==> config.mk <==
export PLATFORM = sky130hd
export DESIGN_NAME = rpn_stack_evaluator
export DESIGN_NICKNAME = d
export VERILOG_FILES = /design/src/rpn_pkg.sv /design/src/rpn_alu.sv /design/src/rpn_stack_evaluator.sv
export SDC_FILE = /design/constraint.sdc
export NUM_CORES = 2
export LEC_CHECK = 0
export BUFFER_PORTS_ARGS = -buffer_cell sky130_fd_sc_hd__buf_4
export CORE_ASPECT_RATIO = 0.5
export CORE_MARGIN = 8
export CORE_UTILIZATION = 34
export CTS_CLUSTER_DIAMETER = 120
export DETAILED_ROUTE_END_ITERATION = 6
export PLACE_DENSITY = 0.62
export SLEW_MARGIN = 20
export SYNTH_ARGS = -nofsm -noshare
export SYNTH_HDL_FRONTEND = slang
export SYNTH_SLANG_ARGS = --single-unit
==> constraint.sdc <==
create_clock -name clk -period 7.35 [get_ports clk]
set_input_delay 0.735 -clock clk [delete_from_list [all_inputs] [get_ports clk]]
set_output_delay 0.735 -clock clk [all_outputs]
set_load 0.02 [all_outputs]
==> src/rpn_pkg.sv <==
package rpn_pkg;

  localparam int STACK_DEPTH = 16;
  localparam int ADDR_W      = $clog2(STACK_DEPTH);
  localparam int COUNT_W     = $clog2(STACK_DEPTH + 1);
  localparam int DATA_W      = 32;

  // Opcodes
  localparam logic [2:0] OP_ADD        = 3'd0;
  localparam logic [2:0] OP_SUB        = 3'd1;
  localparam logic [2:0] OP_MUL        = 3'd2;
  localparam logic [2:0] OP_DIV        = 3'd3;
  localparam logic [2:0] OP_PUSH_CONST = 3'd4;
  localparam logic [2:0] OP_PUSH_VAR   = 3'd5;

  // End status codes
  localparam logic [1:0] END_OK   = 2'd0;
  localparam logic [1:0] END_MANY = 2'd1;
  localparam logic [1:0] END_NONE = 2'd2;

  // Configuration register map
  localparam int          PADDR_W   = 4;
  localparam logic [1:0] REG_VAR_A = 2'd0;
  localparam logic [1:0] REG_VAR_B = 2'd1;
  localparam logic [1:0] REG_VAR_C = 2'd2;
  localparam logic [1:0] REG_VAR_D = 2'd3;

  typedef struct packed {
    logic [2:0]               operation;
    logic signed [DATA_W-1:0] constant_value;
    logic [1:0]               variable_index;
    logic                     last_instruction;
  } instr_t;

  typedef struct packed {
    logic signed [DATA_W-1:0] result_value;
    logic [1:0]               end_status;
    logic                     instruction_error_seen;
  } result_t;

  typedef struct packed {
    logic              start;
    logic [2:0]        op;
    logic [DATA_W-1:0] a;
    logic [DATA_W-1:0] b;
  } alu_req_t;

  typedef struct packed {
    logic              done;
    logic [DATA_W-1:0] result;
  } alu_rsp_t;

endpackage

==> src/rpn_alu.sv <==
module rpn_alu (
  input  logic              clk,
  input  logic              rst,
  input  rpn_pkg::alu_req_t req,
  output rpn_pkg::alu_rsp_t rsp
);

  typedef enum logic {AL_IDLE, AL_DIV} alu_state_t;

  localparam int W  = rpn_pkg::DATA_W;
  localparam int SW = $clog2(W);

  alu_state_t            state;
  logic [W-1:0]          rem;
  logic [W-1:0]          quo;
  logic [W-1:0]          dvs;
  logic                  neg;
  logic [SW-1:0]         step;
  logic [W:0]            rem_sh;
  logic [W:0]            diff;
  logic [W-1:0]          rem_next;
  logic [W-1:0]          quo_next;
  logic [W-1:0]          mul_lo;
  logic                  quick_op;

  assign mul_lo   = req.a * req.b;
  assign quick_op = (req.op == rpn_pkg::OP_ADD) || (req.op == rpn_pkg::OP_SUB) ||
                    (req.op == rpn_pkg::OP_MUL);

  // One restoring step: shift in the next dividend bit, subtract when it fits
  always_comb begin
    rem_sh = {rem, quo[W-1]};
    diff   = rem_sh - {1'b0, dvs};
    if (!diff[W]) begin
      rem_next = diff[W-1:0];
      quo_next = {quo[W-2:0], 1'b1};
    end else begin
      rem_next = rem_sh[W-1:0];
      quo_next = {quo[W-2:0], 1'b0};
    end
  end

  always_ff @(posedge clk) begin
    if (rst) begin
      state    <= AL_IDLE;
      rsp.done <= 1'b0;
    end else begin
      unique case (state)
        AL_IDLE: begin
          rsp.done <= req.start && quick_op;
          if (req.start) begin
            unique case (req.op)
              rpn_pkg::OP_ADD: begin
                rsp.result <= req.a + req.b;
              end
              rpn_pkg::OP_SUB: begin
                rsp.result <= req.a - req.b;
              end
              rpn_pkg::OP_MUL: begin
                rsp.result <= mul_lo;
              end
              default: begin
                rem   <= '0;
                quo   <= req.a[W-1] ? (W'(0) - req.a) : req.a;
                dvs   <= req.b[W-1] ? (W'(0) - req.b) : req.b;
                neg   <= req.a[W-1] ^ req.b[W-1];
                step  <= '0;
                state <= AL_DIV;
              end
            endcase
          end
        end
        AL_DIV: begin
          rem      <= rem_next;
          quo      <= quo_next;
          step     <= step + 1'b1;
          rsp.done <= (step == SW'(W - 1));
          if (step == SW'(W - 1)) begin
            rsp.result <= neg ? (W'(0) - quo_next) : quo_next;
            state      <= AL_IDLE;
          end
        end
        default: begin
          rsp.done <= 1'b0;
          state    <= AL_IDLE;
        end
      endcase
    end
  end

endmodule

==> src/rpn_stack_evaluator.sv <==
// Reverse-Polish evaluator: each request on instr is one instruction acting on a
// 16-entry operand stack (add, sub, mul, div pop two and push one; push constant and
// push variable push one, the variables being APB registers 0x0, 0x4, 0x8, 0xC).
// A bad instruction (too few operands, full stack, unknown opcode, divide by zero) is
// skipped and sets a sticky error flag. On the instruction marked last a single result
// request carries the remaining value and end status, and the stack and flag clear.
// From acceptance back to ready a push passes DECODE and FINISH, an arithmetic op
// DECODE, RD_L, EXEC, WAIT and FINISH; a divide stays in WAIT while the bit-serial
// divider in the shared ALU retires one quotient bit per cycle. The stack is one RAM
// with a single registered read port, so the two operands are fetched in successive
// cycles. A last instruction also passes EMIT, held there until the previous result
// is taken. A pending result does not stop new instructions from being accepted.
module rpn_stack_evaluator (
  input  logic                         clk,
  input  logic                         rst,
  input  logic                         instr_valid,
  output logic                         instr_ready,
  input  rpn_pkg::instr_t              instr,
  output logic                         result_valid,
  input  logic                         result_ready,
  output rpn_pkg::result_t             result,
  input  logic                         psel,
  input  logic                         penable,
  input  logic                         pwrite,
  input  logic [rpn_pkg::PADDR_W-1:0]  paddr,
  input  logic [rpn_pkg::DATA_W-1:0]   pwdata,
  output logic [rpn_pkg::DATA_W-1:0]   prdata,
  output logic                         pready
);

  localparam int AW = rpn_pkg::ADDR_W;
  localparam int CW = rpn_pkg::COUNT_W;
  localparam int W  = rpn_pkg::DATA_W;

  typedef enum logic [2:0] {
    S_IDLE, S_DECODE, S_RD_L, S_EXEC, S_WAIT, S_FINISH, S_EMIT
  } state_t;

  state_t            state;
  logic [2:0]        op_q;
  logic [W-1:0]      cval_q;
  logic [1:0]        vidx_q;
  logic              last_q;
  logic [CW-1:0]     count;
  logic              err;
  logic [W-1:0]      opb;

  logic [W-1:0]      var_a;
  logic [W-1:0]      var_b;
  logic [W-1:0]      var_c;
  logic [W-1:0]      var_d;

  logic [W-1:0]      stack_mem [rpn_pkg::STACK_DEPTH];
  logic [W-1:0]      rd_data;
  logic [AW-1:0]     rd_addr;
  logic              wr_en;
  logic [AW-1:0]     wr_addr;
  logic [W-1:0]      wr_data;

  logic [CW-1:0]     count_m1;
  logic [CW-1:0]     count_m2;
  logic              is_arith;
  logic              is_push;
  logic              stack_full;
  logic [W-1:0]      var_sel;
  logic [W-1:0]      push_value;
  logic              div_by_zero;

  rpn_pkg::alu_req_t alu_req;
  rpn_pkg::alu_rsp_t alu_rsp;

  assign pready      = 1'b1;
  assign instr_ready = (state == S_IDLE);

  // ---------------------------------------------------------------------------
  // Configuration registers: write on the APB access phase, read back by index
  // ---------------------------------------------------------------------------
  always_ff @(posedge clk) begin
    if (rst) begin
      var_a <= '0;
      var_b <= '0;
      var_c <= '0;
      var_d <= '0;
    end else if (psel && penable && pwrite) begin
      unique case (paddr[3:2])
        rpn_pkg::REG_VAR_A: var_a <= pwdata;
        rpn_pkg::REG_VAR_B: var_b <= pwdata;
        rpn_pkg::REG_VAR_C: var_c <= pwdata;
        rpn_pkg::REG_VAR_D: var_d <= pwdata;
        default: ;
      endcase
    end
  end

  always_comb begin
    unique case (paddr[3:2])
      rpn_pkg::REG_VAR_A: prdata = var_a;
      rpn_pkg::REG_VAR_B: prdata = var_b;
      rpn_pkg::REG_VAR_C: prdata = var_c;
      default:            prdata = var_d;
    endcase
  end

  // Variable chosen by a push-variable instruction
  always_comb begin
    unique case (vidx_q)
      rpn_pkg::REG_VAR_A: var_sel = var_a;
      rpn_pkg::REG_VAR_B: var_sel = var_b;
      rpn_pkg::REG_VAR_C: var_sel = var_c;
      default:            var_sel = var_d;
    endcase
  end

  // ---------------------------------------------------------------------------
  // Decode helpers
  // ---------------------------------------------------------------------------
  assign count_m1   = count - CW'(1);
  assign count_m2   = count - CW'(2);
  assign is_arith   = (op_q == rpn_pkg::OP_ADD) || (op_q == rpn_pkg::OP_SUB) ||
                      (op_q == rpn_pkg::OP_MUL) || (op_q == rpn_pkg::OP_DIV);
  assign is_push    = (op_q == rpn_pkg::OP_PUSH_CONST) || (op_q == rpn_pkg::OP_PUSH_VAR);
  assign stack_full = (count == CW'(rpn_pkg::STACK_DEPTH));
  assign push_value = (op_q == rpn_pkg::OP_PUSH_CONST) ? cval_q : var_sel;
  assign div_by_zero = (op_q == rpn_pkg::OP_DIV) && (opb == '0);

  // ---------------------------------------------------------------------------
  // Operand stack RAM: one write port, one registered read port.
  // Fetch the right operand in DECODE, the left one in RD_L; otherwise keep the
  // bottom entry on the read port for the end-of-program result.
  // ---------------------------------------------------------------------------
  always_comb begin
    unique case (state)
      S_DECODE: rd_addr = count_m1[AW-1:0];
      S_RD_L:   rd_addr = count_m2[AW-1:0];
      default:  rd_addr = '0;
    endcase
  end

  always_comb begin
    wr_en   = 1'b0;
    wr_addr = count_m2[AW-1:0];
    wr_data = alu_rsp.result;
    if (state == S_DECODE) begin
      wr_en   = is_push && !stack_full;
      wr_addr = count[AW-1:0];
      wr_data = push_value;
    end else if (state == S_WAIT) begin
      wr_en   = alu_rsp.done;
    end
  end

  always_ff @(posedge clk) begin
    if (wr_en) begin
      stack_mem[wr_addr] <= wr_data;
    end
    rd_data <= stack_mem[rd_addr];
  end

  // ---------------------------------------------------------------------------
  // Shared arithmetic unit: left operand straight off the read port, right held
  // ---------------------------------------------------------------------------
  assign alu_req.start = (state == S_EXEC) && !div_by_zero;
  assign alu_req.op    = op_q;
  assign alu_req.a     = rd_data;
  assign alu_req.b     = opb;

  rpn_alu u_alu (
    .clk (clk),
    .rst (rst),
    .req (alu_req),
    .rsp (alu_rsp)
  );

  // ---------------------------------------------------------------------------
  // Sequencer and result register
  // ---------------------------------------------------------------------------
  always_ff @(posedge clk) begin
    if (rst) begin
      state        <= S_IDLE;
      count        <= '0;
      err          <= 1'b0;
      result_valid <= 1'b0;
    end else begin
      // Drop the result once taken; in EMIT the reload below decides
      if (result_valid && result_ready && (state != S_EMIT)) begin
        result_valid <= 1'b0;
      end
      unique case (state)
        S_IDLE: begin
          if (instr_valid) begin
            op_q   <= instr.operation;
            cval_q <= instr.constant_value;
            vidx_q <= instr.variable_index;
            last_q <= instr.last_instruction;
            state  <= S_DECODE;
          end
        end
        S_DECODE: begin
          if (is_arith) begin
            if (count < CW'(2)) begin
              err   <= 1'b1;
              state <= S_FINISH;
            end else begin
              state <= S_RD_L;
            end
          end else if (is_push) begin
            if (stack_full) begin
              err <= 1'b1;
            end else begin
              count <= count + CW'(1);
            end
            state <= S_FINISH;
          end else begin
            // Unknown opcode: skip it
            err   <= 1'b1;
            state <= S_FINISH;
          end
        end
        S_RD_L: begin
          opb   <= rd_data;
          state <= S_EXEC;
        end
        S_EXEC: begin
          if (div_by_zero) begin
            err   <= 1'b1;
            state <= S_FINISH;
          end else begin
            state <= S_WAIT;
          end
        end
        S_WAIT: begin
          if (alu_rsp.done) begin
            count <= count_m1;
            state <= S_FINISH;
          end
        end
        S_FINISH: begin
          state <= last_q ? S_EMIT : S_IDLE;
        end
        S_EMIT: begin
          // Hold until the result register is free
          if (!result_valid || result_ready) begin
            result_valid                  <= 1'b1;
            result.instruction_error_seen <= err;
            if (count == CW'(1)) begin
              result.result_value <= rd_data;
              result.end_status   <= rpn_pkg::END_OK;
            end else if (count > CW'(1)) begin
              result.result_value <= '0;
              result.end_status   <= rpn_pkg::END_MANY;
            end else begin
              result.result_value <= '0;
              result.end_status   <= rpn_pkg::END_NONE;
            end
            count <= '0;
            err   <= 1'b0;
            state <= S_IDLE;
          end
        end
        default: state <= S_IDLE;
      endcase
    end
  end

endmodule

# Word level (Yosys, flattened, before mapping)
# Memories as Yosys holds them, arrays and structs flattened. A register that Yosys moved wholly into a read port is not among the register bits.
# Index checks and enable logic that the tools add are counted.
[word_totals] regBits=379 mem_bits_rw=512 output_inout_bits=70 word_cells=171 memories=1
[classes] addsub=10 mul=1 order_cmp=2 eq_ne=33 muxes=58 bitwise=4 n_reduce_logical=37
[mem_list] memory="stack_mem" words=16 width=32 rd=1 rd_ports_with_merged_regs=1 wr=1 line_no="rpn_stack_evaluator.sv:53" rtl="logic [W-1:0] stack_mem [rpn_pkg::STACK_DEPTH];"
[ops] cell="$mux W32" n=11
[ops] cell="$pmux W32 S3" n=3
[ops] cell="$pmux W32 S2" n=2
[ops] cell="$sub A1 B32 Y32 const A" n=3
[ops] cell="$pmux W33 S2" n=1
[ops] cell="$mux W5" n=7
[ops] cell="$mux W34" n=1
[ops] cell="$sub A33 B32 Y33" n=1
[ops] cell="$add A32 B32 Y32" n=1
[ops] cell="$logic_not A32 Y1" n=1
[ops] cell="$mul A32 B32 Y32" n=1
[ops] cell="$sub A32 B32 Y32" n=1
[ops] cell="$mux W31" n=1
[ops] cell="$pmux W3 S7" n=1
[ops] cell="$mux W1" n=18
[ops] cell="$mux W3" n=6
[ops] cell="$ne A2 B2 Y1 const B" n=8
[ops] cell="$eq A3 B3 Y1 const B" n=5
[ops] cell="$pmux W5 S3" n=1
[ops] cell="$eq A3 B2 Y1 const B" n=4
[ops] cell="$reduce_and A3 Y1" n=4
[ops] cell="$add A5 B1 Y5 const B" n=2
[ops] cell="$eq A5 B5 Y1 const B" n=2
[ops] cell="$pmux W5 S2" n=1
[ops] cell="other kinds (30)" n=59

# Logic depth before layout (Yosys ltp)
[logic_depth] depth_word=6 mapped_depth=28 depth_no_buf=26

# By module
# Synthesis repeated with hierarchy kept, for this count alone.
[hier_totals] hier_cells=5871 area_unflattened_um2=61385.1
[by_module_without_submodules] module="rpn_stack_evaluator" n_inst=1 cells_per_inst=2811 area_per_inst_um2=34296.6 seq_area_each_um2=21931.0
[by_module_without_submodules] module="rpn_alu" n_inst=1 cells_per_inst=3060 area_per_inst_um2=27088.5 seq_area_each_um2=4063.9

# Worst setup path after synthesis
# Ideal clock, no wire load.
[synth_path] path_type="register -> register" start="register opb[5]" end="register u_alu.rsp[30] (netlist name), data pin" t_arrival_ns=7.062 required_ns=7.160 path_slack_ns=0.098 stages_incl_launch_ff=27 path_buffers=2 period_less_slack_ns=7.252 path_cell_list="edfxtp_1 > clkbuf_1 > clkbuf_1 > and2_1 > fa_1 > fa_1 > fa_1 > inv_1 > fa_1 > inv_1 > fa_1 > inv_1 > fa_1 > inv_1 > fa_1 > fa_1 > ha_1 > a21o_1 > a21o_1 > a21o_1 > a211oi_1 > o21ai_0 > a2111oi_0 > nor3_1 > a31oi_1 > xor2_1 > a222oi_1"
[synth_via] elab_chain_len=4 word_cells_on_any_way=6 classes_between="add/sub (2); mul (1); mux (3)"
[synth_rtl] item="from (decl)" line_no="rpn_stack_evaluator.sv:46" rtl="logic [W-1:0] opb;"
[synth_rtl] item="from (signal assigned)" line_no="rpn_stack_evaluator.sv:220" rtl="opb <= rd_data;"
[synth_rtl] item="$mul A32 B32 Y32 (tied with other cells)" line_no="rpn_alu.sv:26" rtl="assign mul_lo = req.a * req.b;"
[synth_rtl] item="$pmux W32 S3 *" line_no="rpn_alu.sv:52" rtl="unique case (req.op)"
[synth_rtl] item="$mux W32 *" line_no="rpn_alu.sv:51" rtl="if (req.start) begin"
[synth_rtl] item="$pmux W33 S2 *" line_no="rpn_alu.sv:48" rtl="unique case (state)"
[synth_rtl] item="to (decl)" line_no="rpn_alu.sv:5" rtl="output rpn_pkg::alu_rsp_t rsp"
# Mark *: on every way between the ends. The rest lies on a longest branch, timed or not. The select of a mux whose other input is x is not followed.
# A chain may end at the register's enable or synchronous reset.

# Worst setup path in the final report
[layout_path] start="register opb[2]" end="register u_alu.rsp[31] (netlist name), data pin"
# Same word-level chain as after synthesis.

==> impl_results.md <==
- Status: completed
- Max Clock Freq: 137 MHz
- Most common flop cell mapped by yosys: edfxtp_1
- Fin. Hold Viols: 0
- Cells along the critical path: buf_6, and2_1, fa_1, inv_1, fa_1, fa_1, fa_1, inv_1, fa_1, fa_1, fa_2, fa_2, ha_4, nand4_1, nor3_4, nand2_1, o21ai_1, a41o_1, o41ai_4, o21ai_2, buf_6, xnor2_2, nand2_1, a22o_1
- Nets: 5880
- Post-place setup slack: -0.262 ns
- Initial antenna violation count: 12
- Critical path required time: 7.80 ns
- Largest registers: stack_mem x512, result x35, u_alu.rsp x33
- Initial core utilization: 34.1%
- Number of CTS-inserted buffers: 94
- GP Congestion: 0.911
- Largest register by flop count: stack_mem
- Die height: 308 um
- Crit path kind: reg -> reg
- Via Count: 39200
- Vias/cell: 5.18
- RSZ-0062 raised after global routing: yes
- DR WL/cell: 21.9 um
- Final setup fails: 0
- Remaining antenna violation count: 0
- Yosys reg bits: 923
- EDFF count, synth: 751
- Area contributors post-synth: edfxtp_1 (39%), fa_1 (14%), mux4_2 (7.5%)
- Skew final: 0.0499 ns
- Top cell by count, worst path: fa_1
- Final min period: 7.30 ns
- TritonCTS clock tree: done
- Max Cap Viol: 0
- Crit path DAT: 7.75 ns
- H-tree lvl count: 3
- Port bufs: 147
- Post-synthesis sequential area ratio: 44.9%
- Share of cells above drive strength 1: 19.0%
- Die area: 184000 um^2
- Ports: 151
- Syn_nets: 5631
- Dominant cell by count in the synthesized netlist: edfxtp_1
- Worst path slowest cell: fa_2
- Synth unique cells: 87
- Top cell type's share of synthesized area: 39.0%
- Worst hold path class: in -> reg
- Clock Sink Count: 923
- Site row count: 107
- HPWL Detailed: 114000 um
- GRT overflow: 0
- FFs w/ async S/R, synth: 0%
- Max reg flops: 512
- Residual DRC count: 0
- Worst-margin pin slew: 1.10 ns
- Final worst slack: 0.0515 ns
- Crit. End Element: flop
- Syn-to-layout area delta: 16.5%
- CP Max Fanout: 6
- 1st-iter DRT viols: 3983
- Wirelength, routed: 166000 um
- Final Slew Violations: 0
- Drt first pass iters: 5
- Critical path's largest stage delay: 0.60 ns
- Mapped Avg Cell Area: 11.7 um^2
- Cell Area, Synth: 57900 um^2
- Yosys top cell by area: edfxtp_1
- CORE AREA: 170000 um^2
- All-Layer GR Usage: 17.6%
- Vias in the first global route: 39400
- First-pass GRT wire length: 248000 um
- Cells after Synth: 4941
- Fin crit share: 99.3%
- Post-synth top cells: edfxtp_1 (751), nand2_1 (750), inv_1 (445)
- Root buf cell: clkbuf_16
- Clock Path Buffers: 3
- Setup crit start kind: flop
- Largest net degree at the start of global routing: 106
- Die X: 599 um
- Ys Warns: 0
- Slew HR: 26.6%
- Clk_lat worst skew: 0.71 ns
- Reg clk slew, reported paths: 0.06 ns
## cell type report
cell class                 count  area (um^2)
tap                         2289         2860
sequential                   923        26000
inverter                     446         1670
antenna                        5         12.5
clock inverter                51          712
multi-input combinational   3264        29800
clock buffer                 127         2600
fill                       16000       102000
timing repair buffer         461         3760
## cell families (layout without fill, tap and decap cells)
group | Yosys count | after routing | synth area share (%)
AND/OR/NAND/NOR | 1461 | 1461 | 12.0
AO/OA/AOI/OAI | 691 | 691 | 7.33
buffers and inverters | 754 | 1085 | 4.94
flip-flops | 923 | 923 | 44.9
adder cells (fa/ha/maj) | 609 | 609 | 18.5
XOR/XNOR | 248 | 248 | 3.75
other | 1 | 6 | 0.00648
multiplexers | 254 | 254 | 8.55
## what timing repair did
item                                    4_1_cts  5_1_grt
hold buffers                                  0        0
buffers inserted                             13       19
resized for setup                            53      113
pin swaps                                    45       67
endpoints found under the setup margin       12       15
cloned                                        0        1
## metal layers
metal	GRT usage [%]	up-vias	wire length, um
met3	2.28	253	11400
li1	-	17500	-
met1	24.2	20000	71300
met5	0	-	13
met2	28.9	1457	78100
met4	5.45	2	5090
## placed cells by master (no fill, tap or decap), types with 23 or more instances in the layout
master	count
clkbuf_1	23
a31oi_1	41
buf_4	418
or3_1	31
dfxtp_1	161
and2_1	335
a211oi_1	60
o31ai_1	31
mux4_2	192
edfxtp_1	751
fa_1	388
clkbuf_16	96
xor2_1	107
ha_1	188
xnor2_1	135
o21ai_0	112
nor3_1	33
a21oi_1	241
buf_6	25
nor2_1	124
nand2_1	745
mux2i_1	58
a21o_1	39
inv_1	436
## path summary, 6_finish.rpt
kind,start,endpoint,slack (ns),depth (start not counted)
hold reg to reg,var_d[23]$_SDFFE_PP0P_,var_d[23]$_SDFFE_PP0P_,0.47,2
hold / removal,instr[11],cval_q[8]$_DFFE_PP_,0.21,1
setup reg to reg,opb[2]$_DFFE_PP_,u_alu.rsp[31]$_DFFE_PP_,0.05,24
setup / recovery,opb[2]$_DFFE_PP_,u_alu.rsp[31]$_DFFE_PP_,0.05,24
## critical path, delay by kind of cell (launching register included)
kind                       cells  cell delay [ns]
adders and majority gates      9             4.43
AOI/OAI and AO/OA              5             0.86
and+or+nand+nor                5             0.78
DFF                            1             0.47
buffers and inverters          4             0.41
xor gates and xnor gates       1             0.11
## metrics by stage
| stage | cells | TNS (ns) | hold slack [ns] | utilization, % | cell area [um^2] |
|---|---|---|---|---|---|
| floorplan | 4941 | 0 | 0.406 | - | 57900 |
| global route | 7566 | -0.530 | 0.185 | 39.7 | 67400 |
| global placement | 7356 | -1.08 | 0.451 | 37.3 | 63200 |
| CTS | 7547 | -0.0527 | 0.161 | 39.4 | 66800 |
| finish | 7566 | 0 | 0.206 | 39.7 | 67400 |
| detailed placement | 7356 | -1.41 | 0.459 | 37.3 | 63200 |
Power is not shown: default switching activity piles up to over one toggle a cycle in this logic, so the estimate is an artifact.
